## config.mk

```make
export PLATFORM = sky130hd
export DESIGN_NAME = nearest_bin_pick_dispatcher_flat
export DESIGN_NICKNAME = d
export VERILOG_FILES = /design/src/hdl/nbpd_pkg.sv /design/src/hdl/nbpd_if.sv /design/src/hdl/nbpd_ram.sv /design/src/hdl/nearest_bin_pick_dispatcher.sv /design/src/flat_wrapper.sv
export SDC_FILE = /design/constraint.sdc
export NUM_CORES = 2
export LEC_CHECK = 0
export ABC_CLOCK_PERIOD_IN_PS = 35000
export BUFFER_PORTS_ARGS = -buffer_cell sky130_fd_sc_hd__buf_4
export CAP_MARGIN = 5
export CORE_MARGIN = 2
export CORE_UTILIZATION = 66
export CTS_CLUSTER_SIZE = 8
export DETAILED_ROUTE_END_ITERATION = 12
export PLACE_DENSITY = 0.82
export SYNTH_ARGS = -nofsm -noshare
export SYNTH_HDL_FRONTEND = slang
export SYNTH_SLANG_ARGS = --single-unit
```

## constraint.sdc

```tcl
create_clock -name clk_i -period 35 [get_ports clk_i]
set_input_delay 1.75 -clock clk_i [delete_from_list [all_inputs] [get_ports clk_i]]
set_output_delay 1.75 -clock clk_i [all_outputs]
set_load 0.01 [all_outputs]
```

## src/hdl/nbpd_pkg.sv

```systemverilog
// ============================================================================
// nbpd_pkg - shared types and codes of the nearest-bin pick dispatcher
// Word layouts of both channels, command, status and register codes.
// ============================================================================
`timescale 1ns / 1ps
`default_nettype none

package nbpd_pkg;

  localparam int COUNT_W = 4;
  localparam int CODE_W  = 3;
  localparam int COORD_W = 4;
  localparam int DIST_W  = 9;

  // Commands carried by the input word.
  localparam logic [2:0] CMD_START   = 3'd0;
  localparam logic [2:0] CMD_LOAD    = 3'd1;
  localparam logic [2:0] CMD_REQUEST = 3'd2;
  localparam logic [2:0] CMD_RUN     = 3'd3;
  localparam logic [2:0] CMD_READ    = 3'd4;

  // Mover outcome codes.
  localparam logic [1:0] MOV_PENDING = 2'd0;
  localparam logic [1:0] MOV_SUCCESS = 2'd1;

  // Report codes of the output word.
  localparam logic [3:0] ST_NOTHING = 4'd0;
  localparam logic [3:0] ST_START   = 4'd1;
  localparam logic [3:0] ST_BUSY    = 4'd2;
  localparam logic [3:0] ST_QUEUED  = 4'd3;
  localparam logic [3:0] ST_FULL    = 4'd4;
  localparam logic [3:0] ST_MOVE    = 4'd5;
  localparam logic [3:0] ST_DONE    = 4'd6;
  localparam logic [3:0] ST_FAIL    = 4'd7;
  localparam logic [3:0] ST_NONE    = 4'd8;
  localparam logic [3:0] ST_GOERR   = 4'd9;
  localparam logic [3:0] ST_COUNT   = 4'd10;

  // Configuration register indexes.
  localparam logic CFG_GRID_COLS = 1'b0;
  localparam logic CFG_GRID_ROWS = 1'b1;

  typedef struct packed {
    logic [2:0]         command;
    logic [COORD_W-1:0] col;
    logic [COORD_W-1:0] row;
    logic [CODE_W-1:0]  item_code;
    logic [COUNT_W-1:0] count_value;
    logic               mover_busy;
    logic [1:0]         mover_result;
    logic               mover_accepts;
  } in_item_t;

  typedef struct packed {
    logic [3:0]         status;
    logic [CODE_W-1:0]  out_code;
    logic [COORD_W-1:0] out_col;
    logic [COORD_W-1:0] out_row;
    logic [COUNT_W-1:0] out_count;
  } out_item_t;

endpackage

`default_nettype wire

```

## src/hdl/nbpd_if.sv

```systemverilog
// ============================================================================
// nbpd_if - valid/ready channels of the nearest-bin pick dispatcher
// One interface for the command channel and one for the report channel.
// ============================================================================
`timescale 1ns / 1ps
`default_nettype none

interface nbpd_in_if import nbpd_pkg::*; ();
  logic     valid;
  logic     ready;
  in_item_t data;
  modport source (output valid, output data, input ready);
  modport sink (input valid, input data, output ready);
endinterface

interface nbpd_out_if import nbpd_pkg::*; ();
  logic      valid;
  logic      ready;
  out_item_t data;
  modport source (output valid, output data, input ready);
  modport sink (input valid, input data, output ready);
endinterface

`default_nettype wire

```

## src/hdl/nbpd_ram.sv

```systemverilog
// ============================================================================
// nbpd_ram - generic simple dual-port RAM
// One write port and one read port, read data registered.
// ============================================================================
`timescale 1ns / 1ps
`default_nettype none

module nbpd_ram #(
  parameter int WIDTH = 4,
  parameter int DEPTH = 16
) (
  input  wire logic                                 clk_i,
  input  wire logic                                 we_i,
  input  wire logic [((DEPTH > 1) ? $clog2(DEPTH) : 1)-1:0] waddr_i,
  input  wire logic [WIDTH-1:0]                     wdata_i,
  input  wire logic [((DEPTH > 1) ? $clog2(DEPTH) : 1)-1:0] raddr_i,
  output logic      [WIDTH-1:0]                     rdata_o
);

  logic [WIDTH-1:0] mem_q [DEPTH];

  always_ff @(posedge clk_i) begin
    if (we_i) begin
      mem_q[waddr_i] <= wdata_i;
    end
    rdata_o <= mem_q[raddr_i];
  end

endmodule

`default_nettype wire

```

## src/hdl/nearest_bin_pick_dispatcher.sv

```systemverilog
// ============================================================================
// nearest_bin_pick_dispatcher - grid item counts and pick request dispatch
// Counts per cell and item code, a pick request ring, nearest-cell search.
// ============================================================================
// Usage: commands arrive as words on in_i and every accepted word yields
// exactly one report word on out_o. in_i.ready is high only while the
// sequencer is idle; one command is handled at a time.
// Scan: a run step that dispatches reads the count RAM one cell per cycle
// over grid_cols * grid_rows cells while a single distance unit (square,
// add, compare) checks each cell.
// Reset and the start command both run a clearing pass over all
// ROWS_MAX * COLS_MAX * CODES count RAM entries, one entry per cycle;
// no command is taken meanwhile, register writes are. Registers reset to 8.
// Stall: a finished report sits in the output register until out_o.ready;
// the next command is taken while it waits, and its own report is held in
// the sequencer until the output register is free.
// ============================================================================
`timescale 1ns / 1ps
`default_nettype none

module nearest_bin_pick_dispatcher import nbpd_pkg::*; #(
  parameter int COLS_MAX    = 8,
  parameter int ROWS_MAX    = 8,
  parameter int CODES       = 7,
  parameter int QUEUE_DEPTH = 16,
  parameter int MAX_COUNT   = 10
) (
  input  wire logic       clk_i,
  input  wire logic       rst_ni,
  input  wire logic       cfg_we_i,
  input  wire logic       cfg_idx_i,
  input  wire logic [3:0] cfg_data_i,
  nbpd_in_if.sink         in_i,
  nbpd_out_if.source      out_o
);

  localparam int CellDepth = ROWS_MAX * COLS_MAX * CODES;
  localparam int CAW       = (CellDepth > 1) ? $clog2(CellDepth) : 1;
  localparam int PW        = $clog2(QUEUE_DEPTH);
  localparam logic [CAW-1:0] CellLast = CAW'(CellDepth - 1);
  localparam logic [PW-1:0]  QLast    = PW'(QUEUE_DEPTH - 1);
  localparam logic [4:0] ColsMax = 5'(COLS_MAX);
  localparam logic [4:0] RowsMax = 5'(ROWS_MAX);
  localparam logic [5:0] CodesN  = 6'(CODES);
  localparam logic [COUNT_W-1:0] MaxCnt = COUNT_W'(MAX_COUNT);

  typedef enum logic [3:0] {
    S_CLEAR, S_IDLE, S_RD, S_POP, S_SCAN, S_DRAIN, S_DECIDE, S_DEC, S_FINISH
  } state_e;

  function automatic logic [CAW-1:0] cell_addr(input logic [CODE_W-1:0] code,
                                               input logic [COORD_W-1:0] r0,
                                               input logic [COORD_W-1:0] c0);
    int a;
    a = int'(code) * (ROWS_MAX * COLS_MAX) + int'(r0) * COLS_MAX + int'(c0);
    return CAW'(a);
  endfunction

  function automatic logic cell_ok(input logic [COORD_W-1:0] c,
                                   input logic [COORD_W-1:0] r,
                                   input logic [CODE_W-1:0] code);
    return (c != '0) && ({1'b0, c} <= ColsMax) && (r != '0) &&
           ({1'b0, r} <= RowsMax) && ({3'b0, code} < CodesN);
  endfunction

  state_e              state_q;
  logic [CAW-1:0]      clr_cnt_q;
  logic                clr_report_q;
  logic [3:0]          grid_cols_q, grid_rows_q;
  logic [PW-1:0]       head_q, tail_q;
  logic                move_active_q;
  logic [CODE_W-1:0]   active_code_q;
  logic [COORD_W-1:0]  active_col_q, active_row_q;
  in_item_t            it_q;
  out_item_t           res_q;
  out_item_t           out_q;
  logic                out_valid_q;
  logic [CODE_W-1:0]   scan_code_q;
  logic [COORD_W-1:0]  sc_q, sr_q;
  logic                p_valid_q;
  logic [COORD_W-1:0]  p_c_q, p_r_q;
  logic                found_q;
  logic [DIST_W-1:0]   best_q;
  logic [COORD_W-1:0]  best_c_q, best_r_q;

  // Count RAM and ring RAM ports.
  logic                cnt_we;
  logic [CAW-1:0]      cnt_waddr, cnt_raddr;
  logic [COUNT_W-1:0]  cnt_wdata, cnt_rdata;
  logic                ring_we;
  logic [CODE_W-1:0]   ring_rdata;

  logic [3:0]          nc, nr;
  logic [PW-1:0]       head_next, tail_next;
  logic                in_cell_ok, it_cell_ok, in_code_ok, ring_code_ok;
  logic [CAW-1:0]      in_addr, act_addr;
  logic [COUNT_W-1:0]  load_val;
  logic [7:0]          sq_c, sq_r;
  logic [DIST_W-1:0]   sq_dist;
  logic                better;

  assign nc = ({1'b0, grid_cols_q} > ColsMax) ? ColsMax[3:0] : grid_cols_q;
  assign nr = ({1'b0, grid_rows_q} > RowsMax) ? RowsMax[3:0] : grid_rows_q;

  assign head_next = (head_q == QLast) ? '0 : PW'(head_q + 1'b1);
  assign tail_next = (tail_q == QLast) ? '0 : PW'(tail_q + 1'b1);

  assign in_cell_ok   = cell_ok(in_i.data.col, in_i.data.row, in_i.data.item_code);
  assign it_cell_ok   = cell_ok(it_q.col, it_q.row, it_q.item_code);
  assign in_code_ok   = {3'b0, in_i.data.item_code} < CodesN;
  assign ring_code_ok = {3'b0, ring_rdata} < CodesN;

  assign in_addr  = cell_addr(in_i.data.item_code, 4'(in_i.data.row - 4'd1),
                              4'(in_i.data.col - 4'd1));
  assign act_addr = cell_addr(active_code_q, 4'(active_row_q - 4'd1),
                              4'(active_col_q - 4'd1));
  assign load_val = (in_i.data.count_value > MaxCnt) ? MaxCnt : in_i.data.count_value;

  // Distance unit: squared distance of the cell in the read pipeline.
  assign sq_c    = {4'd0, p_c_q} * {4'd0, p_c_q};
  assign sq_r    = {4'd0, p_r_q} * {4'd0, p_r_q};
  assign sq_dist = {1'b0, sq_c} + {1'b0, sq_r};
  assign better  = p_valid_q && (cnt_rdata != '0) && (!found_q || (sq_dist < best_q));

  assign in_i.ready  = (state_q == S_IDLE);
  assign out_o.valid = out_valid_q;
  assign out_o.data  = out_q;

  always_comb begin
    cnt_we    = 1'b0;
    cnt_waddr = clr_cnt_q;
    cnt_wdata = '0;
    cnt_raddr = cell_addr(scan_code_q, sr_q, sc_q);
    unique case (state_q)
      S_CLEAR: begin
        cnt_we = 1'b1;
      end
      S_IDLE: begin
        cnt_we    = in_i.valid && (in_i.data.command == CMD_LOAD) && in_cell_ok;
        cnt_waddr = in_addr;
        cnt_wdata = load_val;
        cnt_raddr = (in_i.data.command == CMD_RUN) ? act_addr : in_addr;
      end
      S_DEC: begin
        // A success on a cell already at zero leaves it at zero.
        cnt_we    = 1'b1;
        cnt_waddr = act_addr;
        cnt_wdata = COUNT_W'(cnt_rdata - COUNT_W'(cnt_rdata != '0));
      end
      default: begin
      end
    endcase
  end

  assign ring_we = (state_q == S_IDLE) && in_i.valid &&
                   (in_i.data.command == CMD_REQUEST) && in_code_ok &&
                   (tail_next != head_q);

  nbpd_ram #(.WIDTH(COUNT_W), .DEPTH(CellDepth)) u_cnt_ram (
    .clk_i   (clk_i),
    .we_i    (cnt_we),
    .waddr_i (cnt_waddr),
    .wdata_i (cnt_wdata),
    .raddr_i (cnt_raddr),
    .rdata_o (cnt_rdata)
  );

  // The ring is always read at the head; the read data is registered, so it is current in the next cycle.
  nbpd_ram #(.WIDTH(CODE_W), .DEPTH(QUEUE_DEPTH)) u_ring_ram (
    .clk_i   (clk_i),
    .we_i    (ring_we),
    .waddr_i (tail_q),
    .wdata_i (in_i.data.item_code),
    .raddr_i (head_q),
    .rdata_o (ring_rdata)
  );

  always_ff @(posedge clk_i or negedge rst_ni) begin
    if (!rst_ni) begin
      state_q       <= S_CLEAR;
      clr_cnt_q     <= '0;
      clr_report_q  <= 1'b0;
      grid_cols_q   <= 4'd8;
      grid_rows_q   <= 4'd8;
      head_q        <= '0;
      tail_q        <= '0;
      move_active_q <= 1'b0;
      active_code_q <= '0;
      active_col_q  <= '0;
      active_row_q  <= '0;
      out_valid_q   <= 1'b0;
      p_valid_q     <= 1'b0;
      found_q       <= 1'b0;
    end else begin
      if (cfg_we_i) begin
        unique case (cfg_idx_i)
          CFG_GRID_COLS: grid_cols_q <= cfg_data_i;
          CFG_GRID_ROWS: grid_rows_q <= cfg_data_i;
          default: begin
          end
        endcase
      end

      if (out_valid_q && out_o.ready) begin
        out_valid_q <= 1'b0;
      end

      p_valid_q <= 1'b0;
      if (better) begin
        found_q  <= 1'b1;
        best_q   <= sq_dist;
        best_c_q <= p_c_q;
        best_r_q <= p_r_q;
      end

      unique case (state_q)
        S_CLEAR: begin
          clr_cnt_q <= CAW'(clr_cnt_q + 1'b1);
          if (clr_cnt_q == CellLast) begin
            state_q <= clr_report_q ? S_FINISH : S_IDLE;
          end
        end

        S_IDLE: begin
          if (in_i.valid) begin
            it_q  <= in_i.data;
            res_q <= '{status: ST_NOTHING, default: '0};
            state_q <= S_FINISH;
            case (in_i.data.command)
              CMD_START: begin
                if (in_i.data.mover_busy) begin
                  res_q.status <= ST_BUSY;
                end else begin
                  head_q       <= '0;
                  tail_q       <= '0;
                  clr_cnt_q    <= '0;
                  clr_report_q <= 1'b1;
                  res_q.status <= ST_START;
                  state_q      <= S_CLEAR;
                end
              end
              CMD_REQUEST: begin
                if (in_code_ok) begin
                  res_q.out_code <= in_i.data.item_code;
                  if (tail_next == head_q) begin
                    res_q.status <= ST_FULL;
                  end else begin
                    tail_q       <= tail_next;
                    res_q.status <= ST_QUEUED;
                  end
                end
              end
              CMD_RUN: begin
                if (move_active_q) begin
                  if (in_i.data.mover_busy || in_i.data.mover_result == MOV_PENDING) begin
                    res_q.status <= ST_NOTHING;
                  end else if (in_i.data.mover_result == MOV_SUCCESS) begin
                    state_q <= S_DEC;
                  end else begin
                    // Any other outcome is a failure and drops the queue.
                    head_q        <= '0;
                    tail_q        <= '0;
                    move_active_q <= 1'b0;
                    res_q <= '{status: ST_FAIL, out_code: active_code_q,
                               out_col: active_col_q, out_row: active_row_q,
                               out_count: '0};
                  end
                end else if ((head_q != tail_q) && !in_i.data.mover_busy) begin
                  state_q <= S_POP;
                end
              end
              CMD_READ: begin
                state_q <= S_RD;
              end
              default: begin
              end
            endcase
          end
        end

        S_RD: begin
          res_q <= '{status: ST_COUNT, out_code: it_q.item_code, out_col: it_q.col,
                     out_row: it_q.row, out_count: it_cell_ok ? cnt_rdata : '0};
          state_q <= S_FINISH;
        end

        S_POP: begin
          head_q      <= head_next;
          scan_code_q <= ring_rdata;
          sc_q        <= '0;
          sr_q        <= '0;
          found_q     <= 1'b0;
          if (!ring_code_ok || nc == '0 || nr == '0) begin
            res_q   <= '{status: ST_NONE, out_code: ring_rdata, default: '0};
            state_q <= S_FINISH;
          end else begin
            state_q <= S_SCAN;
          end
        end

        S_SCAN: begin
          p_valid_q <= 1'b1;
          p_c_q     <= sc_q;
          p_r_q     <= sr_q;
          if (sc_q == 4'(nc - 4'd1)) begin
            sc_q <= '0;
            if (sr_q == 4'(nr - 4'd1)) begin
              state_q <= S_DRAIN;
            end else begin
              sr_q <= 4'(sr_q + 4'd1);
            end
          end else begin
            sc_q <= 4'(sc_q + 4'd1);
          end
        end

        S_DRAIN: begin
          state_q <= S_DECIDE;
        end

        S_DECIDE: begin
          state_q <= S_FINISH;
          if (!found_q) begin
            res_q <= '{status: ST_NONE, out_code: scan_code_q, default: '0};
          end else if (!it_q.mover_accepts) begin
            head_q <= '0;
            tail_q <= '0;
            res_q <= '{status: ST_GOERR, out_code: scan_code_q,
                       out_col: 4'(best_c_q + 4'd1), out_row: 4'(best_r_q + 4'd1),
                       out_count: '0};
          end else begin
            move_active_q <= 1'b1;
            active_code_q <= scan_code_q;
            active_col_q  <= 4'(best_c_q + 4'd1);
            active_row_q  <= 4'(best_r_q + 4'd1);
            res_q <= '{status: ST_MOVE, out_code: scan_code_q,
                       out_col: 4'(best_c_q + 4'd1), out_row: 4'(best_r_q + 4'd1),
                       out_count: '0};
          end
        end

        S_DEC: begin
          move_active_q <= 1'b0;
          res_q <= '{status: ST_DONE, out_code: active_code_q, out_col: active_col_q,
                     out_row: active_row_q, out_count: '0};
          state_q <= S_FINISH;
        end

        S_FINISH: begin
          if (!out_valid_q || out_o.ready) begin
            out_q       <= res_q;
            out_valid_q <= 1'b1;
            state_q     <= S_IDLE;
          end
        end

        default: begin
          state_q <= S_IDLE;
        end
      endcase
    end
  end

`ifndef ASSERT_OFF
  // The ring never takes a word that would make head and tail meet.
  a_ring_not_full: assert property (@(posedge clk_i) disable iff (!rst_ni)
    ring_we |-> (tail_next != head_q))
    else $error("ring written while full");

  // A decrement only happens for a move that is in flight.
  a_dec_needs_move: assert property (@(posedge clk_i) disable iff (!rst_ni)
    (state_q == S_DEC) |-> move_active_q)
    else $error("count decrement without active move");

  // A report is only loaded on the way out of the finish state.
  a_out_from_finish: assert property (@(posedge clk_i) disable iff (!rst_ni)
    $rose(out_valid_q) |-> ($past(state_q) == S_FINISH))
    else $error("report loaded outside finish");

  // An accepted command always takes the sequencer out of idle.
  a_accept_leaves_idle: assert property (@(posedge clk_i) disable iff (!rst_ni)
    (in_i.valid && in_i.ready) |=> !in_i.ready)
    else $error("ready stayed high after accept");
`endif

endmodule

`default_nettype wire
```

## src/flat_wrapper.sv

```systemverilog
// flat-port wrapper written by rule: the top's interface ports become plain ports
module nearest_bin_pick_dispatcher_flat import nbpd_pkg::*;
#(
  parameter int COLS_MAX    = 8,
  parameter int ROWS_MAX    = 8,
  parameter int CODES       = 7,
  parameter int QUEUE_DEPTH = 16,
  parameter int MAX_COUNT   = 10
)
  (clk_i, rst_ni, cfg_we_i, cfg_idx_i, cfg_data_i, in_i_valid, in_i_data, in_i_ready, out_o_valid, out_o_data, out_o_ready);
  nbpd_in_if in_i_i ();
  nbpd_out_if out_o_i ();
  input  wire logic clk_i;
  input  wire logic rst_ni;
  input  wire logic cfg_we_i;
  input  wire logic cfg_idx_i;
  input  wire logic [3:0] cfg_data_i;
  input wire logic [$bits(in_i_i.valid)-1:0] in_i_valid;
  input wire logic [$bits(in_i_i.data)-1:0] in_i_data;
  output wire logic [$bits(in_i_i.ready)-1:0] in_i_ready;
  output wire logic [$bits(out_o_i.valid)-1:0] out_o_valid;
  output wire logic [$bits(out_o_i.data)-1:0] out_o_data;
  input wire logic [$bits(out_o_i.ready)-1:0] out_o_ready;
  assign in_i_i.valid = in_i_valid;
  assign in_i_i.data = in_i_data;
  assign in_i_ready = in_i_i.ready;
  assign out_o_valid = out_o_i.valid;
  assign out_o_data = out_o_i.data;
  assign out_o_i.ready = out_o_ready;
  nearest_bin_pick_dispatcher #(.COLS_MAX(COLS_MAX), .ROWS_MAX(ROWS_MAX), .CODES(CODES), .QUEUE_DEPTH(QUEUE_DEPTH), .MAX_COUNT(MAX_COUNT)) u_core (.clk_i(clk_i), .rst_ni(rst_ni), .cfg_we_i(cfg_we_i), .cfg_idx_i(cfg_idx_i), .cfg_data_i(cfg_data_i), .in_i(in_i_i), .out_o(out_o_i));
endmodule
```

==> results by group <==
Synthesis
  • Post-synth cell types: 87
  • Synth Area in Compound Gates: 6.47%
  • Ys flop type: edfxtp_1
  • Top cells by count, synth: edfxtp_1, nand2_1, nor2_1, nand3_1, mux2i_1
  • Syn avg cell area: 13.8 µm²
  • Ys async rst share: 2.28%
  • EDFF count, synth: 1926
  • Syn Nets: 6076
  • Post-synthesis share of cell area spent on and, or, nand and nor gates: 12.8%
  • Seq cells post-synth: 1978
  • Synth Area in XOR/XNOR: 0.628%
  • Syn Inst Count: 5976
  • Count leader, synth: edfxtp_1
  • Synth Area in Adders: 1.13%
  • Post-synthesis mux area share: 4.40%
  • Area leader, netlist: edfxtp_1
  • Synth top area cells: edfxtp_1, nand2_1, nor2_1
  • Largest family of logic cells by synthesized area: simple AND/OR/NAND/NOR gates
  • Top cell type's share of synthesized area: 70.3%
  • Syn. warnings: 0
  • Area of the mapped netlist: 0.0822 mm²
  • Seq/Total Area, Yosys: 71.9%

Placement
  • Post-place setup slack: 26.44 ns
  • DP Wirelength: 133 mm
  • GP Congestion: 0.958
  • PortBufs: 52
  • DP Cell Count: 7377

Drt
  • Drt drc: 0
  • Vias: 55800
  • Final wirelength: 241 mm
  • DR pass1 iterations: 9
  • WL/cell: 31.2 µm
  • Initial drt markers: 11000
  • Vias per cell: 7.22
  • Final ANT Viol Nets: 0

STA
  • TNS Setup: 0 ns
  • Final worst slack: 27.15 ns
  • Least-Margin Pin Slew: 1.31 ns
  • Rel. slew slack: 12.2%
  • Minimum clock period after layout: 7.85 ns
  • Slew Viols, Final: 0
  • Final Skew: 0.0638 ns
  • Unrepaired setup endpoints after global routing: false
  • Hold Slack: 0.418 ns
  • Setup violations, final: 0
  • Maximum clock rate: 127 MHz
  • Final hold vios: 0
  • Period utilization: 22.4%

Die
  • Die ar.: 0.127 mm²
  • Core area: 0.124 mm²
  • # rows: 129
  • Die Wd: 357 µm
  • Initial Util: 66.5%
  • Die height: 357 µm
  • Io pins: 53

Clock network
  • H-tree Lvls: 5
  • Worst skew pair latency: 0.92 ns
  • Clock sinks: 1978
  • CTS tree: yes
  • Post-CTS setup buffers: 0
  • Clock Pin Slew Worst Setup and Hold Paths: 0.05 ns
  • Cts hold-fix bufs: 0
  • Clock tree root driver cell: clkbuf_16
  • Cts repair resizes: 0
  • Total CTS buffers: 297
  • CTS Buffer Depth: 4

Worst setup path
  • Worst reg-to-reg path cell count: 14
  • Worst Setup End Kind: flip-flop
  • Crit path cell chain: or4b_1 > inv_2 > o211ai_2 > nand2_8 > buf_4 > buf_4 > buf_4 > mux4_2 > nor2_1 > or3_1 > nand4_1 > nor4b_2 > nor4_1 > and3_1
  • Slowest CP cell: nand2_8
  • Crit start category: flip-flop
  • WP buf/inv: 4
  • CP Max Fanout: 91
  • Critical Path Stages: 14
  • Required time of the critical path: 35.77 ns
  • Critical Path AT: 8.62 ns
  • Worst setup path category: reg2reg
  • CP top delay family: simple AND/OR/NAND/NOR gates
  • Slowest cell delay on critical path: 0.82 ns
  • CP most frequent cell: buf_4

Layout
  • Area Overhead vs Synth: 11.3%
  • Filler cells: 7074
  • Fin nets: 6140
  • Post-Layout Cell Count: 7729
  • Share of cells above drive strength 1: 10.2%
  • Layout Utilization: 74.0%

Worst hold path
  • Min-delay worst type: reg2reg
  • Worst Hold Depth: 0

Global route
  • First-pass GRT wire length: 351 mm
  • Overflow after GRT: 0
  • Antenna violations before repair: 7
  • Number of global-route vias before repair: 55100
  • Largest net degree at the start of global routing: 212
  • Gr usage total: 37.7%

Flow run
  • Max-Cap Viols: 0

Pwr
  • Pwr/cell area: 78.9 mW/mm²
  • Maximum VDD drop: 0.114 mV
  • Static leakage power: 31.4 nW

Status
  • Status: finished, final reports clean
[power breakdown]
| group | switching (mW) | internal [mW] | leakage [nW] |
|---|---|---|---|
| registers | 0.0333 | 2.76 | 18.4 |
| clock network | 0.949 | 1.52 | 3.81 |
| logic | 1.48 | 0.476 | 9.23 |
[final timing paths]
check,startpoint,endpoint,slack [ns]
min,u_core.res_q[4],u_core.out_o.data[4],0.42
min in group asynchronous,rst_ni,u_core.head_q[0],0.88
min reg2reg,u_core.res_q[4],u_core.out_o.data[4],0.42
max reg2reg,u_core.state_q[0],u_core.u_cnt_ram.rdata_o[2],27.15
max in group asynchronous,rst_ni,u_core.active_col_q[0],33.66
max,u_core.state_q[0],u_core.u_cnt_ram.rdata_o[2],27.15
[area by class of cell]
cell class                      instances  area (µm²)  area share, %
Antenna cell                            3        7.51        0.00820
Clock inverter                          9        78.8         0.0861
Sequential cell                      1978       59100           64.6
Timing Repair Buffer                  145        1170           1.28
Clock buffer                          339        7700           8.41
Tap cell                             1637        2050           2.24
Inverter                               55         206          0.226
Multi-Input combinational cell       3563       21200           23.2
[layout by cell type (no fill, tap or decap), types with 54 or more instances in the layout]
cell          n
a32oi_1      67
mux4_2       68
o21ai_0      59
buf_4       139
edfxtp_1   1926
a211oi_1     86
inv_1        54
a21oi_1      92
nand4_1      63
a31oi_1     113
nand3_1     280
a311oi_1     60
mux2i_1     187
clkbuf_16   302
nand2_1    1194
ha_1         57
and3_1      148
nor2_1      560
[logic make-up (layout without fill, tap and decap cells)]
family                     after synthesis  after routing
adders and majority gates               68             68
AOI/OAI and AO/OA                      730            730
other                                    0              3
muxes                                  274            274
buffers and inverters                  435            548
DFF                                   1978           1978
and+or+nand+nor                       2432           2432
xor gates and xnor gates                59             59
[sequential cells by signal (all words and copies together), names as in the netlist, 4 cells and up]
name and count:
u_core.sr_q 4, u_core.p_r_q 4, u_core.best_c_q 4, u_core.active_row_q 4, u_core.clr_cnt_q 9, u_core.u_cnt_ram.mem_q 1792, u_core.grid_cols_q 4, u_core.p_c_q 4
u_core.active_col_q 4, u_core.sc_q 4, u_core.head_q 4, u_core.best_q 9, u_core.u_ring_ram.mem_q 48, u_core.u_cnt_ram.rdata_o 4, u_core.out_o.data 19, u_core.grid_rows_q 4
u_core.best_r_q 4, u_core.it_q 12, u_core.state_q 4, u_core.tail_q 4, u_core.res_q 19
[routing by layer]
layer / part of all wire, % / global-route usage (%) / up-vias
met4: 7.4 / 24.4 / 10
met2: 44 / 55.9 / 5291
met5: 0.052 / 0 / -
met1: 33 / 49.1 / 26800
met3: 15 / 11.4 / 1193
li1: - / - / 22500
[per-stage QoR]
| stage | power, mW | cell area, µm² |
|---|---|---|
| floorplan | 4.11 | 82200 |
| global placement | 4.61 | 83700 |
| detailed placement | 4.65 | 83700 |
| CTS | 7.10 | 91500 |
| global route | 7.33 | 91500 |
| finish | 7.22 | 91500 |
(Power assumes the default switching activity.)
